<file path="src/lpfc_pkg.sv">
// ----------------------------------------------------------------------------
// Length-prefixed frame checker package
// Shared beat types, status codes, register indexes and header constants.
// ----------------------------------------------------------------------------
package lpfc_pkg;

   localparam int unsigned HEADER_BYTES = 16;
   localparam int unsigned CSR_INDEX_WIDTH = 8;
   localparam int unsigned CSR_DATA_WIDTH = 32;

   localparam logic [CSR_INDEX_WIDTH-1:0] CSR_EXPECTED_FRAME_TYPE = CSR_INDEX_WIDTH'(0);
   localparam logic [CSR_INDEX_WIDTH-1:0] CSR_MAX_PAYLOAD_LENGTH = CSR_INDEX_WIDTH'(1);

   localparam logic [15:0] EXPECTED_FRAME_TYPE_RESET = 16'd1;
   localparam logic [31:0] MAX_PAYLOAD_LENGTH_RESET = 32'd1048576;
   localparam logic [15:0] SUPPORTED_VERSION = 16'd1;

   localparam logic [2:0] STATUS_OK = 3'd0;
   localparam logic [2:0] STATUS_SHORT = 3'd1;
   localparam logic [2:0] STATUS_MAGIC = 3'd2;
   localparam logic [2:0] STATUS_VERSION = 3'd3;
   localparam logic [2:0] STATUS_TYPE = 3'd4;
   localparam logic [2:0] STATUS_LIMIT = 3'd5;
   localparam logic [2:0] STATUS_MISMATCH = 3'd6;

   localparam logic [7:0] MAGIC_BYTE0 = 8'h53;
   localparam logic [7:0] MAGIC_BYTE1 = 8'h47;
   localparam logic [7:0] MAGIC_BYTE2 = 8'h44;
   localparam logic [7:0] MAGIC_BYTE3 = 8'h31;

   typedef struct packed {
      logic [7:0] data_byte;
      logic       last_byte;
   } req_type;

   typedef struct packed {
      logic [7:0]  payload_byte;
      logic        byte_valid;
      logic        frame_end;
      logic [2:0]  frame_status;
      logic [15:0] frame_code;
   } rsp_type;

   typedef struct packed {
      logic [15:0] expected_frame_type;
      logic [31:0] max_payload_length;
   } cfg_type;

   function automatic logic [7:0] magic_byte(input logic [1:0] idx);
      logic [7:0] value;
      case (idx)
         2'd0: value = MAGIC_BYTE0;
         2'd1: value = MAGIC_BYTE1;
         2'd2: value = MAGIC_BYTE2;
         2'd3: value = MAGIC_BYTE3;
         default: value = MAGIC_BYTE0;
      endcase
      return value;
   endfunction

endpackage

</file>
<file path="src/lpfc_parse.sv">
// ----------------------------------------------------------------------------
// Length-prefixed frame checker parser
// Counts packet bytes, captures header fields, gives one result per payload or last beat.
// ----------------------------------------------------------------------------
module lpfc_parse (
   input  logic              clock,
   input  logic              reset,
   input  logic              accept,
   input  lpfc_pkg::req_type req_beat,
   input  lpfc_pkg::cfg_type cfg,
   output logic              res_valid,
   output lpfc_pkg::rsp_type res
);

   localparam logic [3:0] POS_VERSION_LO = 4'd4;
   localparam logic [3:0] POS_VERSION_HI = 4'd5;
   localparam logic [3:0] POS_TYPE_LO = 4'd6;
   localparam logic [3:0] POS_TYPE_HI = 4'd7;
   localparam logic [3:0] POS_CODE_LO = 4'd8;
   localparam logic [3:0] POS_CODE_HI = 4'd9;
   localparam logic [3:0] POS_LENGTH_B0 = 4'd12;
   localparam logic [3:0] POS_LENGTH_B1 = 4'd13;
   localparam logic [3:0] POS_LENGTH_B2 = 4'd14;
   localparam logic [3:0] POS_LENGTH_B3 = 4'd15;
   localparam logic [31:0] COUNT_MAX = '1;

   logic [31:0] byte_count_ff, byte_count_in;
   logic        magic_ok_ff, magic_ok_in;
   logic [15:0] version_ff, version_in;
   logic [15:0] type_ff, type_in;
   logic [15:0] code_ff, code_in;
   logic [31:0] length_ff, length_in;

   logic        in_header;
   logic [3:0]  pos;
   logic [7:0]  b;
   logic [31:0] count_next;
   logic [32:0] expected_total;
   logic [2:0]  status;

   assign b = req_beat.data_byte;
   assign pos = byte_count_ff[3:0];
   assign in_header = (byte_count_ff[31:4] == '0);
   assign count_next = (byte_count_ff == COUNT_MAX) ? byte_count_ff
                                                    : byte_count_ff + 32'd1;

   always_comb begin
      magic_ok_in = magic_ok_ff;
      version_in = version_ff;
      type_in = type_ff;
      code_in = code_ff;
      length_in = length_ff;
      if (in_header) begin
         if (pos[3:2] == 2'b00) begin
            if (b != lpfc_pkg::magic_byte(pos[1:0])) begin
               magic_ok_in = 1'b0;
            end
         end
         case (pos)
            POS_VERSION_LO: version_in[7:0] = b;
            POS_VERSION_HI: version_in[15:8] = b;
            POS_TYPE_LO: type_in[7:0] = b;
            POS_TYPE_HI: type_in[15:8] = b;
            POS_CODE_LO: code_in[7:0] = b;
            POS_CODE_HI: code_in[15:8] = b;
            POS_LENGTH_B0: length_in[7:0] = b;
            POS_LENGTH_B1: length_in[15:8] = b;
            POS_LENGTH_B2: length_in[23:16] = b;
            POS_LENGTH_B3: length_in[31:24] = b;
            default: length_in = length_in;
         endcase
      end
   end

   assign expected_total = {1'b0, length_in} + 33'(lpfc_pkg::HEADER_BYTES);

   always_comb begin
      if (count_next < 32'(lpfc_pkg::HEADER_BYTES)) begin
         status = lpfc_pkg::STATUS_SHORT;
      end else if (!magic_ok_in) begin
         status = lpfc_pkg::STATUS_MAGIC;
      end else if (version_in != lpfc_pkg::SUPPORTED_VERSION) begin
         status = lpfc_pkg::STATUS_VERSION;
      end else if (type_in != cfg.expected_frame_type) begin
         status = lpfc_pkg::STATUS_TYPE;
      end else if (length_in > cfg.max_payload_length) begin
         status = lpfc_pkg::STATUS_LIMIT;
      end else if (count_next == COUNT_MAX) begin
         status = lpfc_pkg::STATUS_MISMATCH;
      end else if (expected_total != {1'b0, count_next}) begin
         status = lpfc_pkg::STATUS_MISMATCH;
      end else begin
         status = lpfc_pkg::STATUS_OK;
      end
   end

   always_comb begin
      res_valid = accept && (!in_header || req_beat.last_byte);
      res.payload_byte = in_header ? 8'd0 : b;
      res.byte_valid = !in_header;
      res.frame_end = req_beat.last_byte;
      res.frame_status = req_beat.last_byte ? status : lpfc_pkg::STATUS_OK;
      res.frame_code = (req_beat.last_byte && status == lpfc_pkg::STATUS_OK) ? code_in
                                                                             : 16'd0;
   end

   always_comb begin
      byte_count_in = byte_count_ff;
      if (accept) begin
         byte_count_in = req_beat.last_byte ? 32'd0 : count_next;
      end
   end

   always_ff @(posedge clock) begin
      if (reset) begin
         byte_count_ff <= '0;
         magic_ok_ff <= 1'b1;
         version_ff <= '0;
         type_ff <= '0;
         code_ff <= '0;
         length_ff <= '0;
      end else begin
         byte_count_ff <= byte_count_in;
         if (accept) begin
            if (req_beat.last_byte) begin
               magic_ok_ff <= 1'b1;
               version_ff <= '0;
               type_ff <= '0;
               code_ff <= '0;
               length_ff <= '0;
            end else begin
               magic_ok_ff <= magic_ok_in;
               version_ff <= version_in;
               type_ff <= type_in;
               code_ff <= code_in;
               length_ff <= length_in;
            end
         end
      end
   end

endmodule

</file>
<file path="config.mk">
export PLATFORM = sky130hd
export DESIGN_NAME = lpfc_parse
export DESIGN_NICKNAME = d
export VERILOG_FILES = /design/src/lpfc_pkg.sv /design/src/lpfc_parse.sv
export SDC_FILE = /design/constraint.sdc
export NUM_CORES = 1
export LEC_CHECK = 0
export BUFFER_PORTS_ARGS = -buffer_cell sky130_fd_sc_hd__buf_2
export CAP_MARGIN = 20
export CORE_MARGIN = 3
export CORE_UTILIZATION = 61
export CTS_BUF_LIST = sky130_fd_sc_hd__clkbuf_16
export CTS_CLUSTER_SIZE = 12
export DETAILED_ROUTE_END_ITERATION = 7
export PLACE_DENSITY = 0.83
export SETUP_SLACK_MARGIN = 0.2
export SYNTH_ARGS = -nofsm -noshare
export SYNTH_HDL_FRONTEND = slang
export SYNTH_SLANG_ARGS = --single-unit
</file>
<file path="constraint.sdc">
create_clock -name clock -period 8.53 [get_ports clock]
set_input_delay 1.706 -clock clock [delete_from_list [all_inputs] [get_ports clock]]
set_output_delay 1.706 -clock clock [all_outputs]
set_load 0.005 [all_outputs]
</file>
# --- Word level (Yosys, flattened, before mapping) ---
# Cells that the tools add are included.
totals:
  ff_bits: 113
  latchBits: 0
  ram_bits: 0
  mem_bits_ro: 0
  output_inout_bits: 30
  elab_cells: 74
  n_memories: 0
classes:
  n_addsub: 2
  multipliers: 0
  n_div: 0
  n_lt_le_gt_ge: 2
  eq_ne: 19
  n_shift: 0
  muxes: 37
  bitwise_logic: 0
  reduce_logical: 8
ops:
  columns: ["operator", "n"]
  rows:
  - ["32-bit two-way mux", 4]
  - ["16-bit two-way mux", 7]
  - ["8-bit two-way mux", 13]
  - ["32-bit equality test, second input constant", 2]
  - ["32-bit by 5-bit adder with 33-bit output, second input constant", 1]
  - ["33-bit by 32-bit inequality test with 1-bit output", 1]
  - ["32-bit by 1-bit adder with 32-bit output, second input constant", 1]
  - ["32-bit > comparator", 1]
  - ["32-bit by 5-bit less-than comparator with 1-bit output, second input constant", 1]
  - ["8-bit one-hot mux with 4 select lines", 1]
  - ["28-bit zero test", 1]
  - ["4-bit equality test, second input constant", 6]
  - ["3-bit two-way mux", 8]
  - ["4-bit by 3-bit equality test with 1-bit output, second input constant", 4]
  - ["16-bit by 1-bit inequality test with 1-bit output, second input constant", 1]
  - ["16-bit inequality test", 1]
  - ["8-bit inequality test", 1]
  - ["2-bit equality test, second input constant", 2]
  - ["2-bit zero test", 2]
  - ["1-bit two-way mux", 4]
  - ["3-bit zero test", 1]
  - ["2-bit by 1-bit equality test with 1-bit output, second input constant", 1]
  - ["1-bit logical AND", 2]
  - ["1-bit zero test", 1]
  - ["1-bit logical OR", 1]

# --- Logic depth before layout (Yosys ltp) ---
depth:
  word_depth: 15
  ltp_mapped: 21
  mapped_depth_nobuf: 18

# --- Least setup slack after synthesis ---
# No wires, ideal clock.
synth_timing:
  path_kind: "input to output"
  from: "input port req_beat[2] (netlist bit)"
  to: "output port res[10] (netlist bit)"
  arrival_time_ps: 5273
  path_slack_ps: 1551
  path_stages: 17
  cell_sequence: "clkbuf_1 -> clkbuf_1 -> mux2_2 -> ha_1 -> a21o_1 -> a21o_1 -> a21oi_1 -> nor2_1 -> a2111oi_0 -> a31oi_1 -> nor3_1 -> nor3_1 -> or4_1 -> or4_4 -> buf_6 -> buf_8 -> nor2_4"
synth_lines:
  columns: ["item", "line_no", "rtl"]
  rows:
  - ["start, declared", "lpfc_parse.sv:9", "input lpfc_pkg::req_type req_beat,"]
  - ["end, declared", "lpfc_parse.sv:12", "output lpfc_pkg::rsp_type res"]

==> impl_results.md <==
* Dominant cell type by area after synthesis: sky130_fd_sc_hd__dfxtp_1
* CTS Root Buffer Type: sky130_fd_sc_hd__clkbuf_16
* Post-synthesis average cell area at 7.44 um2
* Delay of the slowest critical-path stage at 0.63 ns
* Unrepaired setup endpoints after global routing: false
* Cell with the largest stage delay on the worst path: sky130_fd_sc_hd__or4_1
* Number of clock buffers inserted by TritonCTS at 17
* Utilization after layout at 70.8%
* Fin Clk Skew at 0.00652 ns
* Distinct cell type count after synthesis at 78
* Part of the Yosys area used for sequential elements at 25.2%
* Static power due to leakage at 0.00415 uW
* Critical path origin: byte_count_ff[5]$_SDFFE_PP0P_
* Final Wtd Congestion at 0.995
* Initial Utilization at 63.3%
* Summed negative setup slack over all endpoints at 0 ns
* Post-cts hold buffer count at 0
* Startpoint of the lowest-slack hold path: length_ff[0]$_SDFFE_PP0P_
* Share of synthesized flip-flops with an asynchronous set or reset at 0%
* Crit-path cells: or4_1 -> nor3_4 -> nand3_1 -> o21ai_0 -> ha_1 -> nand4_1 -> nor2_1 -> and2_0 -> a221oi_1 -> o21ai_0 -> nor3_1 -> nor3_1 -> or4_1 -> or4_4 -> nor2_1 -> buf_2
* Buffers added on ports at 89
* Slew at the pin with the worst max-slew slack at 0.965 ns
* Final period util at 92.9%
* Clock tree from TritonCTS: done
* Number of filler cells placed in the layout at 1234
* Status: finished, final reports clean
* DP Wirelength at 21.6 mm
* Post-synth net total at 1304
* Die height at 127 um
* Vias in the first global route at 9012
* Clock transition at the registers of the reported paths at 0.06 ns
* Total area of sequential cells at 0.00226 mm2
* Data arrival time at the worst-slack endpoint at 6.22 ns
* Final worst path period need at 7.93 ns
* Category of the worst setup path launch point: register
* Multi-input gate area at 0.00617 mm2
* Most instantiated cells after synthesis: 193 x sky130_fd_sc_hd__nor2_1, 113 x sky130_fd_sc_hd__dfxtp_1, 97 x sky130_fd_sc_hd__a22oi_1
* Fmax at 0.126 GHz
* Core Box Area at 0.0141 mm2
* Number of clock sinks seen by CTS at 113
* Total via count in the routed design at 9901
* Site Rows at 43
* Cell area after synthesis at 0.00896 mm2
* Final wirelength at 31.1 mm
* Clock latency at the later pin of the worst-skew pair at 0.42 ns
* Width of the die at 127 um
* Antenna violations before repair at 0
* DRT antenna net count at 0
* Max Root-Sink Buffers at 2
* Final Hold Violating Endpoints at 0
* Die area at 0.0162 mm2
* Non-filler instance count after layout at 1446
* Prevailing post-synth register cell: sky130_fd_sc_hd__dfxtp_1
* Total DRC errors in the routed layout at 0
* Drt initial violations at 1491
* Number of pins with negative max-slew slack in the final report at 0
* Share of the synthesized area in the top cell type at 25.2%
* Routed len/inst at 21.5 um
* Finish-stage setup viols at 0
* Detail-routed via count per cell at 6.85
* Cells after synthesis at 1205
* Main area contributors after synthesis: sky130_fd_sc_hd__dfxtp_1 25%, sky130_fd_sc_hd__a22oi_1 8.1%, sky130_fd_sc_hd__nor2_1 8.1%
* NumNets Final at 1352
* Tot GR Track Use at 37.5%
* Peak VDD IR at 0.133 mV
* Synthesis-stage register bit count at 113
* Global route total overflow at 0
* Diodes inserted at 0
* Share of final-layout standard cells stronger than drive strength 1 at 14.8%
* Area overhead of the layout relative to synthesis at 11.8%
* CP max FO at 16
* Pin count of the biggest net entering global routing at 79
* Most frequently used cell type in the post-synthesis netlist: sky130_fd_sc_hd__nor2_1
* I/O pins at 90
* Post-synth EDFFs at 0
* Global-route wire length before repair at 48.5 mm
* Cell count after placement at 1413
* Warning count from the yosys run at 0
* Worst R2R Start: byte_count_ff[0]$_SDFFE_PP0P_
* Power per unit of standard cell area at 131 mW/mm2
* Category of the worst setup path capture point: output port
* Worst setup path category: reg2out
* # Max-Cap Violations at 0
* Required time worst endpoint at 6.82 ns
* Worst min path class: reg2reg
* H-Tree Level Count at 4
* Slew Limit Headroom at 35.1%
* Router iterations before antenna repair at 7
[logic make-up after synthesis]
family | Yosys count | synth area share (%)
compound gates | 286 | 21.4
simple gates | 505 | 28.8
buf+inv | 138 | 6.17
flops | 113 | 25.2
fa+ha+maj | 40 | 5.56
xor+xnor | 82 | 8.01
mux | 41 | 4.84
[repair_timing]
item,CTS,global route
setup buffers,0,0
gates resized for setup,0,1
setup endpoints to repair,0,9
[metal layers]
metal | part of all wire (%) | vias up | routed length, um | track usage [%]
met5 | 0 | - | 0 | 0
met4 | 4.4 | 0 | 1380 | 17.5
met3 | 12 | 115 | 3780 | 8.78
met2 | 44 | 718 | 13600 | 57.3
met1 | 39 | 4585 | 12300 | 50.3
li1 | - | 4483 | - | -
[sequential cells by signal, indices dropped and copies added, names as in the netlist]
signal / flops
byte_count_ff: 32
code_ff: 16
length_ff: 32
magic_ok_ff: 1
type_ff: 16
version_ff: 16
[path summary, 6_finish.rpt]
check	endpoint	depth (start not counted)	slack (ns)
setup / recovery	res[4]	16	0.60
hold / removal	length_ff[0]$_SDFFE_PP0P_	2	0.50
setup reg to reg	byte_count_ff[29]$_SDFFE_PP0P_	9	4.39
hold reg to reg	length_ff[0]$_SDFFE_PP0P_	2	0.50
[critical path, delay by kind of cell (launching register included)]
kind                     cells  cell delay, ns
AND/OR/NAND/NOR             11            3.83
AO/OA/AOI/OAI                3            1.01
flip-flops                   1            0.44
adder cells (fa/ha/maj)      1            0.34
buffers and inverters        1            0.14
[power by group]
part	internal (uW)	switching, uW
clock network	397	277
logic	31.4	77.5
registers	529	1.11
[layout by cell type (no fill, tap or decap), drive strengths merged, types with 7 or more instances in the layout]
master  Yosys  routed
buf        11     109
or3         9       9
clkbuf     69      17
clkinv      2       8
mux2i      25      25
inv        56      60
nand3      48      48
xor2       38      38
a22oi      97      97
ha         39      39
dfxtp     113     113
nor2      204     204
a21oi      63      63
a211oi      7       7
o21ai      45      45
xnor2      44      44
mux2       16      16
a21o       17      17
and3       12      12
or2         7       7
and2       13      13
nor4       31      31
nand2      67      67
nand4      43      43
and4       11      11
nor3       31      31
or4        10      10
[final cells by class]
cell class,count,area share [%]
clock buffer,17,4.25
multi-input combinational,954,61.6
sequential,113,22.6
inverter,58,2.17
tap,180,2.25
clock inverter,15,1.21
timing repair buffer,109,5.97
[metrics by stage]
stage	hold slack [ns]	total power [uW]	worst slack (ns)	instance area [um2]
4_1_cts	0.498	1300	0.548	10000
3_5_place_dp	0.485	645	0.955	9460
6_report	0.502	1310	0.603	10000
2_1_floorplan	0.458	599	1.55	8960
5_1_grt	0.528	1340	0.248	10000
3_3_place_gp	0.468	644	1.10	9460
Note: power is estimated with default switching activity, not from simulation.
